[src/rtl/ukls_pkg.sv]
`timescale 1ns / 1ps
`default_nettype none

package ukls_pkg;

   // Operation codes carried in req func
   localparam logic FUNC_PUSH = 1'b0;
   localparam logic FUNC_POP  = 1'b1;

   // Result status codes
   typedef enum logic [1:0] {
      STAT_OK        = 2'd0,
      STAT_DUPLICATE = 2'd1,
      STAT_UNDERFLOW = 2'd2,
      STAT_OVERFLOW  = 2'd3
   } status_type;

   // Sequencer states
   typedef enum logic [2:0] {
      SEQ_IDLE,
      SEQ_SCAN,
      SEQ_WRITE,
      SEQ_TOPRD,
      SEQ_RESP
   } seq_state_type;

   // One stored key/data pair
   typedef struct packed {
      logic signed [31:0] key;
      logic signed [31:0] data;
   } pair_type;

   // Input transfer payload
   typedef struct packed {
      logic               func;
      logic signed [31:0] in_key;
      logic signed [31:0] in_data;
   } req_type;

   // Result transfer payload
   typedef struct packed {
      status_type         status;
      logic signed [31:0] out_key;
      logic signed [31:0] out_data;
      logic [4:0]         entry_count;
      logic               is_empty;
   } rsp_type;

endpackage

`default_nettype wire

[src/rtl/unique_key_lifo_stack.sv]
`timescale 1ns / 1ps
`default_nettype none

// Steps: a pop reads the popped pair, a pop on empty reads nothing, a push scans the
// stored keys (none when empty), writes the new pair and reads the top; a key match or a
// full stack skips the write. Busy falls as the strobe rises, so the next transfer is
// taken at the edge that ends the strobe cycle. The key check reads one pair per cycle
// through one read port and one 32-bit comparator. Synchronous reset empties the stack
// at once; no clearing pass. The result strobe is one cycle and cannot stall.
module unique_key_lifo_stack #(
   parameter int DEPTH = 16
) (
   input  wire logic              clock,
   input  wire logic              reset,
   input  wire logic              start,
   output      logic              busy,
   input  wire ukls_pkg::req_type req_item,
   output      logic              rsp_valid,
   output      ukls_pkg::rsp_type rsp_item
);

   localparam int AW = (DEPTH > 1) ? $clog2(DEPTH) : 1;
   localparam int CW = $clog2(DEPTH + 1);

   ukls_pkg::seq_state_type state_ff, state_in;
   logic [CW-1:0]      fill_ff, fill_in;
   logic [CW-1:0]      scan_idx_ff, scan_idx_in;
   logic               cmp_vld_ff, cmp_vld_in;
   logic               popped_ff, popped_in;
   logic               zero_ff, zero_in;
   ukls_pkg::status_type status_ff, status_in;
   ukls_pkg::req_type  req_ff, req_in;
   logic               rsp_valid_ff, rsp_valid_in;
   ukls_pkg::rsp_type  rsp_ff, rsp_in;

   logic               accept;
   logic               scan_issue;
   logic               key_match;
   logic [CW-1:0]      top_idx;
   logic               wr_en;
   logic [AW-1:0]      wr_addr;
   ukls_pkg::pair_type wr_pair;
   logic [AW-1:0]      rd_addr;
   ukls_pkg::pair_type rd_pair;

   assign accept     = start && (state_ff == ukls_pkg::SEQ_IDLE);
   assign busy       = (state_ff != ukls_pkg::SEQ_IDLE);
   assign top_idx    = fill_ff - CW'(1);
   assign scan_issue = (scan_idx_ff != fill_ff);
   assign key_match  = cmp_vld_ff && (rd_pair.key == req_ff.in_key);

   ukls_mem #(
      .DEPTH(DEPTH),
      .AW   (AW)
   ) u_mem (
      .clock  (clock),
      .wr_en  (wr_en),
      .wr_addr(wr_addr),
      .wr_pair(wr_pair),
      .rd_addr(rd_addr),
      .rd_pair(rd_pair)
   );

   // next state
   always_comb begin
      state_in = state_ff;
      case (state_ff)
         ukls_pkg::SEQ_IDLE: begin
            if (accept) begin
               if (req_item.func == ukls_pkg::FUNC_POP) begin
                  state_in = (fill_ff == '0) ? ukls_pkg::SEQ_RESP : ukls_pkg::SEQ_TOPRD;
               end else begin
                  state_in = (fill_ff == '0) ? ukls_pkg::SEQ_WRITE : ukls_pkg::SEQ_SCAN;
               end
            end
         end
         ukls_pkg::SEQ_SCAN: begin
            if (key_match) begin
               state_in = ukls_pkg::SEQ_TOPRD;
            end else if (!scan_issue) begin
               state_in = (fill_ff == CW'(DEPTH)) ? ukls_pkg::SEQ_TOPRD
                                                  : ukls_pkg::SEQ_WRITE;
            end
         end
         ukls_pkg::SEQ_WRITE: state_in = ukls_pkg::SEQ_TOPRD;
         ukls_pkg::SEQ_TOPRD: state_in = ukls_pkg::SEQ_RESP;
         ukls_pkg::SEQ_RESP:  state_in = ukls_pkg::SEQ_IDLE;
         default:             state_in = ukls_pkg::SEQ_IDLE;
      endcase
   end

   // datapath controls
   always_comb begin
      fill_in      = fill_ff;
      scan_idx_in  = scan_idx_ff;
      cmp_vld_in   = 1'b0;
      popped_in    = popped_ff;
      zero_in      = zero_ff;
      status_in    = status_ff;
      req_in       = req_ff;
      rsp_valid_in = 1'b0;
      rsp_in       = rsp_ff;
      wr_en        = 1'b0;
      wr_addr      = fill_ff[AW-1:0];
      wr_pair      = '{key: req_ff.in_key, data: req_ff.in_data};
      rd_addr      = top_idx[AW-1:0];
      case (state_ff)
         ukls_pkg::SEQ_IDLE: begin
            if (accept) begin
               req_in      = req_item;
               scan_idx_in = '0;
               popped_in   = 1'b0;
               zero_in     = 1'b0;
               status_in   = ukls_pkg::STAT_OK;
               if (req_item.func == ukls_pkg::FUNC_POP) begin
                  if (fill_ff == '0) begin
                     status_in = ukls_pkg::STAT_UNDERFLOW;
                     zero_in   = 1'b1;
                  end else begin
                     fill_in   = top_idx;
                     popped_in = 1'b1;
                  end
               end
            end
         end
         ukls_pkg::SEQ_SCAN: begin
            // one stored key read per cycle, compared in the cycle after its read
            rd_addr     = scan_idx_ff[AW-1:0];
            cmp_vld_in  = scan_issue && !key_match;
            scan_idx_in = scan_issue ? scan_idx_ff + CW'(1) : scan_idx_ff;
            if (key_match) begin
               status_in = ukls_pkg::STAT_DUPLICATE;
            end else if (!scan_issue && (fill_ff == CW'(DEPTH))) begin
               status_in = ukls_pkg::STAT_OVERFLOW;
            end
         end
         ukls_pkg::SEQ_WRITE: begin
            wr_en   = 1'b1;
            fill_in = fill_ff + CW'(1);
         end
         ukls_pkg::SEQ_TOPRD: begin
            // popped pair sits at the new fill level, otherwise read the top
            rd_addr = popped_ff ? fill_ff[AW-1:0] : top_idx[AW-1:0];
         end
         ukls_pkg::SEQ_RESP: begin
            rsp_valid_in       = 1'b1;
            rsp_in.status      = status_ff;
            rsp_in.out_key     = zero_ff ? '0 : rd_pair.key;
            rsp_in.out_data    = zero_ff ? '0 : rd_pair.data;
            rsp_in.entry_count = 5'(fill_ff);
            rsp_in.is_empty    = (fill_ff == '0);
         end
         default: begin
         end
      endcase
   end

   // control registers
   always_ff @(posedge clock) begin
      if (reset) begin
         state_ff     <= ukls_pkg::SEQ_IDLE;
         fill_ff      <= '0;
         cmp_vld_ff   <= 1'b0;
         rsp_valid_ff <= 1'b0;
      end else begin
         state_ff     <= state_in;
         fill_ff      <= fill_in;
         cmp_vld_ff   <= cmp_vld_in;
         rsp_valid_ff <= rsp_valid_in;
      end
   end

   // payload registers
   always_ff @(posedge clock) begin
      scan_idx_ff <= scan_idx_in;
      popped_ff   <= popped_in;
      zero_ff     <= zero_in;
      status_ff   <= status_in;
      req_ff      <= req_in;
      rsp_ff      <= rsp_in;
   end

   assign rsp_valid = rsp_valid_ff;
   assign rsp_item  = rsp_ff;

endmodule

`default_nettype wire

[src/rtl/ukls_mem.sv]
`timescale 1ns / 1ps
`default_nettype none

// Pair storage: one write port, one read port with registered read data
module ukls_mem #(
   parameter int DEPTH = 16,
   parameter int AW    = 4
) (
   input  wire logic              clock,
   input  wire logic              wr_en,
   input  wire logic [AW-1:0]     wr_addr,
   input  wire ukls_pkg::pair_type wr_pair,
   input  wire logic [AW-1:0]     rd_addr,
   output      ukls_pkg::pair_type rd_pair
);

   ukls_pkg::pair_type mem [DEPTH];
   ukls_pkg::pair_type rd_pair_ff;

   // write port
   always_ff @(posedge clock) begin
      if (wr_en) begin
         mem[wr_addr] <= wr_pair;
      end
   end

   // read port
   always_ff @(posedge clock) begin
      rd_pair_ff <= mem[rd_addr];
   end

   assign rd_pair = rd_pair_ff;

endmodule

`default_nettype wire

[config.mk]
export PLATFORM = sky130hd
export DESIGN_NAME = unique_key_lifo_stack
export DESIGN_NICKNAME = d
export VERILOG_FILES = /design/src/rtl/ukls_pkg.sv /design/src/rtl/unique_key_lifo_stack.sv /design/src/rtl/ukls_mem.sv
export SDC_FILE = /design/constraint.sdc
export NUM_CORES = 1
export LEC_CHECK = 0
export BUFFER_PORTS_ARGS = -buffer_cell sky130_fd_sc_hd__buf_2
export CORE_MARGIN = 3
export CORE_UTILIZATION = 65
export CTS_CLUSTER_SIZE = 25
export DETAILED_ROUTE_END_ITERATION = 12
export GPL_ROUTABILITY_DRIVEN = 0
export PLACE_DENSITY = 0.83
export RECOVER_POWER = 50
export SLEW_MARGIN = 10
export SYNTH_ARGS = -nofsm -noshare
export SYNTH_HDL_FRONTEND = slang
export SYNTH_SLANG_ARGS = --single-unit
export TNS_END_PERCENT = 20
[constraint.sdc]
create_clock -name clock -period 12.85 [get_ports clock]
set_clock_uncertainty 0.05 [all_clocks]
set_input_delay 1.9275 -clock clock [delete_from_list [all_inputs] [get_ports clock]]
set_output_delay 1.9275 -clock clock [all_outputs]
set_load 0.02 [all_outputs]
==> flow_metrics.py, run 1 <==
metrics = {
    "clock_network": {
        "clk_pin_slew_ns": 0.06,
        "cts_hold_buf": 0,
        "clockRootBuffer": "clkbuf_16",
        "htreeDepth": 3,
        "cts_inserted_buffers": 115,
        "clk_latency_ns": 0.69,
        "cts_tree": "yes",
        "clock_path_buffers": 3,
        "post-cts-setup-buffers": 0,
        "cts.sinks": 1243,
        "cts.repair.resized": 0,
    },
    "grt": {
        "grt_pass1_vias": 25852,
        "track_usage_pct": 30.40,
        "grt_antenna_before_repair": 3,
        "grt_start_max_net_pins": 193,
        "grt_pass1_wl_mm": 165.6,
        "grt-ovfl-total": 0,
    },
    "worst_setup_path": {
        "reg2reg_slack_ns": 7.51,
        "crit_path_start": "state_ff[1]",
        "reg2reg_depth": 3,
        "critical_path.cell_chain": "nor2_1, and2_0, clkbuf_1",
        "rr_startpoint": "state_ff[1]",
        "crit_end": "rsp_item[49]",
        "crit_required_ns": 13.02,
        "critPathCaptureType": "flop",
        "worstPathArrival_ns": 5.51,
        "cp_top_family": "simple AND/OR/NAND/NOR gates",
        "path_buf_inv": 1,
        "worst_path_largest_cell_delay_ns": 2.18,
        "cp_num_cells": 3,
        "r2r-end": "rsp_item[49]",
        "slowest_stage": "and2_0",
        "startpoint_type": "flop",
        "critPathMaxFanout": 40,
        "criticalPathCategory": "reg -> reg",
    },
    "placed_design": {
        "numPortBuffers": 141,
        "dp_hpwl_mm": 53.69,
        "place_ws_ns": 8.827,
    },
    "final_layout": {
        "final_cell_mix": "edfxtp_1 (1169), nand2_1 (269), a21oi_1 (259)",
        "final_common_cell": "edfxtp_1",
        "drive_above_1_share_pct": 20.32,
        "area_delta_synth_final_pct": 12.04,
        "nets": 2763,
    },
    "sta": {
        "period_needed_ns": 5.343,
        "relSlewSlack_pct": -219.6,
        "rsz0062_at_grt": "no",
        "setup_tns_ns": 0,
        "worst_pin_slew_ns": 4.794,
        "setup_viol": 0,
        "hold_slack_ns": 0.3816,
        "worst_slack_ns": 7.507,
        "hold_violations": 0,
        "maxSlewViolCount": 187,
        "fin_crit_sh_pct": 41.58,
        "fmax_ghz": 0.1872,
    },
    "synth": {
        "syn_area_sq_um": 46800,
        "synth_ff_type": "edfxtp_1",
        "ys_seq_area_share_pct": 78.17,
        "synth-edff-count": 1169,
        "ys_ff_latch": 1243,
        "synth_cell_types": 61,
        "synth.area.top_cells": "edfxtp_1 (75%), mux4_2 (5.4%), dfxtp_1 (3.2%), a21oi_1 (2.8%), a22o_1 (2.4%)",
        "synth.avg_cell_area_sq_um": 18.40,
        "synth_top_area_share_pct": 75.01,
        "async_flop_share_pct": 0,
        "synth_top_cell_by_area": "edfxtp_1",
        "syn_nets": 2618,
        "yosysWarnings": 0,
        "synthCells": 2543,
    },
    "floorplanning": {
        "start_util_pct": 66.26,
        "ios": 142,
        "dieWidth_um": 274.3,
        "core_area_sq_um": 70640,
        "core.rowCount": 97,
        "floorplan.die_area_sq_um": 75260,
        "fp.dieH_um": 274.3,
    },
    "min_path": {
        "min_from": "status_ff[1]",
        "hold_class": "reg -> reg",
    },
    "status": {
        "run_status": "finished with violations",
        "violations": "max-capacitance violations, max-slew violations",
    },
    "detailed_routing": {
        "wl_per_cell_um": 30.31,
        "via_per_inst": 6.907,
        "routed-via-count": 25784,
        "detail_route.first_pass.iterations": 6,
        "postRouteAntennaNets": 0,
        "wl_mm": 113.2,
        "route.detailed.drc": 0,
        "drt_iter0_markers": 4052,
    },
    "power": {
        "p_leak_nw": 17.35,
        "p_per_area_nw_per_um2": 275.7,
        "vdd_ir_drop_max_uv": 295.7,
        "total_power_w": 0.01445,
    },
    "run": {
        "max_cap_violations": 5,
    },
}
-- registers in the layout (all words and copies together) (netlist names) --
signal and count:
state_ff 3, u_mem.rd_pair 64, req_ff 64, status_ff 2
rsp_valid 1, cmp_vld_ff 1, popped_ff 1, rsp_item 72
scan_idx_ff 5, zero_ff 1, u_mem.mem 1024, fill_ff 5
-- kinds of logic (layout without fill, tap and decap cells) --
logic type / count (synthesis) / count (layout) / share of synthesized area (%)
AO/OA/AOI/OAI: 534 / 534 / 8.633
multiplexers: 129 / 129 / 6.269
other: 0 / 3 / 0
XOR/XNOR: 45 / 45 / 0.8421
flip-flops: 1243 / 1243 / 78.17
AND/OR/NAND/NOR: 424 / 424 / 4.120
adder cells (fa/ha/maj): 7 / 7 / 0.1871
buffers and inverters: 161 / 408 / 1.778
-- report_power, final --
| group | internal (W) | switching [W] | total (W) |
|---|---|---|---|
| clock network | 0.00218 | 0.00148 | 0.00366 |
| logic | 0.00200 | 0.00340 | 0.00541 |
| registers | 0.00505 | 0.000340 | 0.00539 |
| total | 0.00923 | 0.00523 | 0.0145 |
-- how the worst min path moves through the flow --
stage | cells after the start | slack, ns | to
after floorplan | 0 | 0.35 | rsp_item[70]
after global placement | 0 | 0.37 | rsp_item[71]
after detailed placement | 0 | 0.37 | rsp_item[71]
after CTS | 0 | 0.39 | rsp_item[71]
after global routing | 0 | 0.39 | rsp_item[71]
final | 0 | 0.38 | rsp_item[71]
-- per-stage QoR --
step / instance area (sq um) / instances / util (%)
CTS: 52480 / 3730 / 74.29
finish: 52430 / 3733 / 74.23
global route: 52430 / 3731 / 74.23
global placement: 48350 / 3511 / 68.45
floorplan: 46800 / 2543 / -
detailed placement: 48350 / 3511 / 68.45
-- worst reg2reg max path, stage by stage (launching register included) --
cell	delay (ns)
dfxtp_1	0.44
nor2_1	0.19
and2_0	2.18
clkbuf_1	2.03
-- synth_stat cells, types with 4 or more instances --
| library cell | count |
|---|---|
| nor4_1 | 7 |
| o221ai_2 | 35 |
| nand3_1 | 8 |
| dfxtp_1 | 74 |
| buf_2 | 56 |
| and2_1 | 10 |
| nor3_1 | 10 |
| ha_1 | 7 |
| buf_6 | 4 |
| o221ai_1 | 29 |
| mux4_1 | 14 |
| edfxtp_1 | 1169 |
| xnor2_1 | 9 |
| buf_12 | 5 |
| nor2b_1 | 66 |
| xor2_1 | 36 |
| buf_1 | 17 |
| nor2_1 | 28 |
| a21oi_1 | 259 |
| a22oi_1 | 28 |
| clkbuf_1 | 61 |
| inv_1 | 8 |
| a22oi_2 | 35 |
| a22o_1 | 126 |
| mux4_2 | 113 |
| nand2_1 | 270 |
| buf_4 | 8 |
-- per-layer routing --
metal	track usage (%)	part of all wire [%]	vias to the layer above
li1	-	-	10417
met1	40.56	35	13048
met2	49.38	50	1919
met3	5.670	11	400
met4	14.36	5.1	0
met5	0	0	-
-- cell type report --
cell class	instances	area, sq um
diodes	3	7.507
clock buffers	143	3126
multi-input cells	1139	9513
well taps	940	1176
repair buffers	180	984.7
fillers	3833	18200
clock inverters	76	1005
inverters	9	37.54
flip-flops and latches	1243	36590
No activity file was read; power rests on OpenSTA's default activity.
==> run 2, diff against run 1 <==
--- a/config.mk
+++ b/config.mk
@@ -5,13 +5,14 @@
 export SDC_FILE = /design/constraint.sdc
 export NUM_CORES = 1
 export LEC_CHECK = 0
+export ABC_AREA = 1
 export BUFFER_PORTS_ARGS = -buffer_cell sky130_fd_sc_hd__buf_2
 export CORE_MARGIN = 3
-export CORE_UTILIZATION = 65
+export CORE_UTILIZATION = 56
 export CTS_CLUSTER_SIZE = 25
 export DETAILED_ROUTE_END_ITERATION = 12
 export GPL_ROUTABILITY_DRIVEN = 0
-export PLACE_DENSITY = 0.83
+export PLACE_DENSITY = 0.76
 export RECOVER_POWER = 50
 export SLEW_MARGIN = 10
 export SYNTH_ARGS = -nofsm -noshare
==> constraint.sdc (replaced) <==
create_clock -name clock -period 4.4 [get_ports clock]
set_clock_uncertainty 0.05 [all_clocks]
set_input_delay 0.66 -clock clock [delete_from_list [all_inputs] [get_ports clock]]
set_output_delay 0.66 -clock clock [all_outputs]
set_load 0.02 [all_outputs]
==> flow_metrics.py, run 2 <==
metrics = {
    "grt": {
        "grt_pass1_wl_mm": 172.5,
        "track_usage_pct": 24.94,
        "grt_pass1_vias": 29597,
        "grt-ovfl-total": 0,
        "grt_start_max_net_pins": 169,
        "grt_antenna_before_repair": 1,
    },
    "worst_setup_path": {
        "critPathCaptureType": "flop",
        "rr_startpoint": "zero_ff",
        "crit_path_start": "zero_ff",
        "r2r-end": "rsp_item[11]",
        "worstPathArrival_ns": 3.84,
        "criticalPathCategory": "reg -> reg",
        "reg2reg_slack_ns": 0.71,
        "startpoint_type": "flop",
        "crit_required_ns": 4.56,
        "reg2reg_depth": 2,
        "critPathMaxFanout": 47,
    },
    "final_layout": {
        "ff_latch_area_sq_um": 36590,
        "final_cell_mix": "edfxtp_1 (1169), nor2_1 (484), nand2_1 (415)",
        "diodes": 0,
        "final_common_cell": "edfxtp_1",
        "multi_input_area_sq_um": 9911,
        "area_delta_synth_final_pct": 11.99,
        "fin_cells": 5148,
        "top_register": "u_mem.mem",
        "drive_above_1_share_pct": 10.79,
        "nets": 3977,
        "n_fill_cell": 5939,
        "largest_register_ffs": 1024,
    },
    "min_path": {
        "hold_class": "in -> reg",
        "min_from": "req_item[46]",
        "holdPathStages": 1,
        "hold_path_end": "req_ff[46]",
    },
    "synth": {
        "syn_nets": 3870,
        "synth_commonest_cells": "edfxtp_1 (1169), nor2_1 (503), nand2_1 (414)",
        "syn_area_sq_um": 49070,
        "synth.avg_cell_area_sq_um": 12.93,
        "synth.area.top_cells": "edfxtp_1 (72%), o211ai_1 (4.7%), nand3_1 (4.0%), nor2_1 (3.8%), nand2_1 (3.2%)",
        "synth_top_cell_by_area": "edfxtp_1",
        "synth-edff-count": 1169,
        "synth_cell_types": 39,
        "synthCells": 3795,
        "synth_ff_type": "edfxtp_1",
        "yosysWarnings": 0,
        "synth_top_area_share_pct": 71.54,
        "yosysMostFrequentCell": "edfxtp_1",
        "ys_seq_area_share_pct": 74.56,
        "async_flop_share_pct": 0,
        "ys_ff_latch": 1243,
    },
    "sta": {
        "worst_pin_slew_ns": 2.994,
        "maxSlewViolCount": 122,
        "relSlewSlack_pct": -99.60,
        "fin_crit_sh_pct": 83.81,
        "worst_slack_ns": 0.7122,
        "hold_violations": 0,
        "setup_viol": 0,
        "period_needed_ns": 3.688,
        "rsz0062_at_grt": "no",
        "fmax_ghz": 0.2712,
    },
    "placed_design": {
        "dp_hpwl_mm": 59.04,
        "numPortBuffers": 141,
        "placed_cells": 4927,
        "place_ws_ns": 0.9880,
    },
    "status": {
        "violations": "max-capacitance violations, max-slew violations",
        "run_status": "finished with violations",
    },
    "power": {
        "p_leak_nw": 19.45,
        "vdd_ir_drop_max_uv": 1295,
        "p_per_area_nw_per_um2": 804.2,
    },
    "clock_network": {
        "htreeDepth": 3,
        "post-cts-setup-buffers": 0,
        "cts.repair.resized": 0,
        "clock_path_buffers": 3,
        "clk_pin_slew_ns": 0.06,
        "cts_inserted_buffers": 117,
        "cts_hold_buf": 0,
        "clk_latency_ns": 0.69,
        "cts.sinks": 1243,
        "clockRootBuffer": "clkbuf_16",
        "cts_tree": "yes",
    },
    "detailed_routing": {
        "detail_route.first_pass.iterations": 6,
        "wl_mm": 114.0,
        "via_per_inst": 5.830,
        "drt_iter0_markers": 3793,
        "route.detailed.drc": 0,
        "routed-via-count": 30015,
        "postRouteAntennaNets": 0,
        "wl_per_cell_um": 22.14,
    },
    "floorplanning": {
        "ios": 142,
        "core.rowCount": 107,
        "dieWidth_um": 302.0,
        "core_area_sq_um": 86080,
        "fp.dieH_um": 302.0,
        "floorplan.die_area_sq_um": 91210,
        "start_util_pct": 57.00,
    },
    "run": {
        "max_cap_violations": 3,
    },
}
[run 2: worst max path at each step]
stage / to / slack [ns]
floorplan: fill_ff[4] / -0.16
global placement: u_mem.rd_pair[5] / 1.14
detailed placement: u_mem.rd_pair[8] / 0.99
CTS: u_mem.rd_pair[8] / 0.97
global route: rsp_item[11] / 0.42
finish: rsp_item[11] / 0.71
[run 2: power breakdown]
part / total, W / switching (W) / internal, W / leakage [nW]
sequential: 0.0156 / 0.000947 / 0.0147 / 11.2
clock: 0.0105 / 0.00427 / 0.00619 / 2.00
combinational: 0.0181 / 0.0126 / 0.00550 / 6.26
total: 0.0442 / 0.0178 / 0.0263 / 19.5
[run 2: area by class of cell]
type	instances	share of cell area, %
well taps	1144	2.605
clock buffers	160	5.933
repair buffers	207	2.816
multi-input cells	1959	18.03
flip-flops and latches	1243	66.57
inverters	374	2.591
clock inverters	61	1.446
[run 2: cell families (layout without fill, tap and decap cells)]
family | after synthesis | after routing | synth area share, %
XOR/XNOR | 20 | 20 | 0.3570
adder cells (fa/ha/maj) | 7 | 7 | 0.1785
AND/OR/NAND/NOR | 1387 | 1387 | 12.05
AO/OA/AOI/OAI | 545 | 545 | 7.313
buffers and inverters | 593 | 802 | 5.544
flip-flops | 1243 | 1243 | 74.56
[run 2: per-layer routing]
layer | track usage [%] | up-vias | share of wire (%)
li1 | - | 13655 | -
met4 | 8.837 | 0 | 2.8
met5 | 0 | - | 0
met2 | 41.18 | 1477 | 49
met1 | 34.22 | 14651 | 40
met3 | 3.696 | 232 | 9.0
[run 2: critical path, cell delays in order (launching register included)]
cell,delay (ns)
edfxtp_1,0.34
clkbuf_1,2.06
nor2_1,0.64
[run 2: through the flow]
| stage | cell area, sq um | power, W | hold WS (ns) | util (%) | TNS [ns] |
|---|---|---|---|---|---|
| after global placement | 50950 | 0.03321 | 0.3757 | 59.18 | 0 |
| after floorplan | 49070 | 0.02897 | 0.3503 | - | -0.7529 |
| after global routing | 54950 | 0.04682 | 0.06678 | 63.84 | 0 |
| after detailed placement | 50950 | 0.03372 | 0.3771 | 59.18 | 0 |
| final | 54950 | 0.04419 | 0.08694 | 63.84 | 0 |
| after CTS | 55000 | 0.04424 | 0.04975 | 63.89 | 0 |
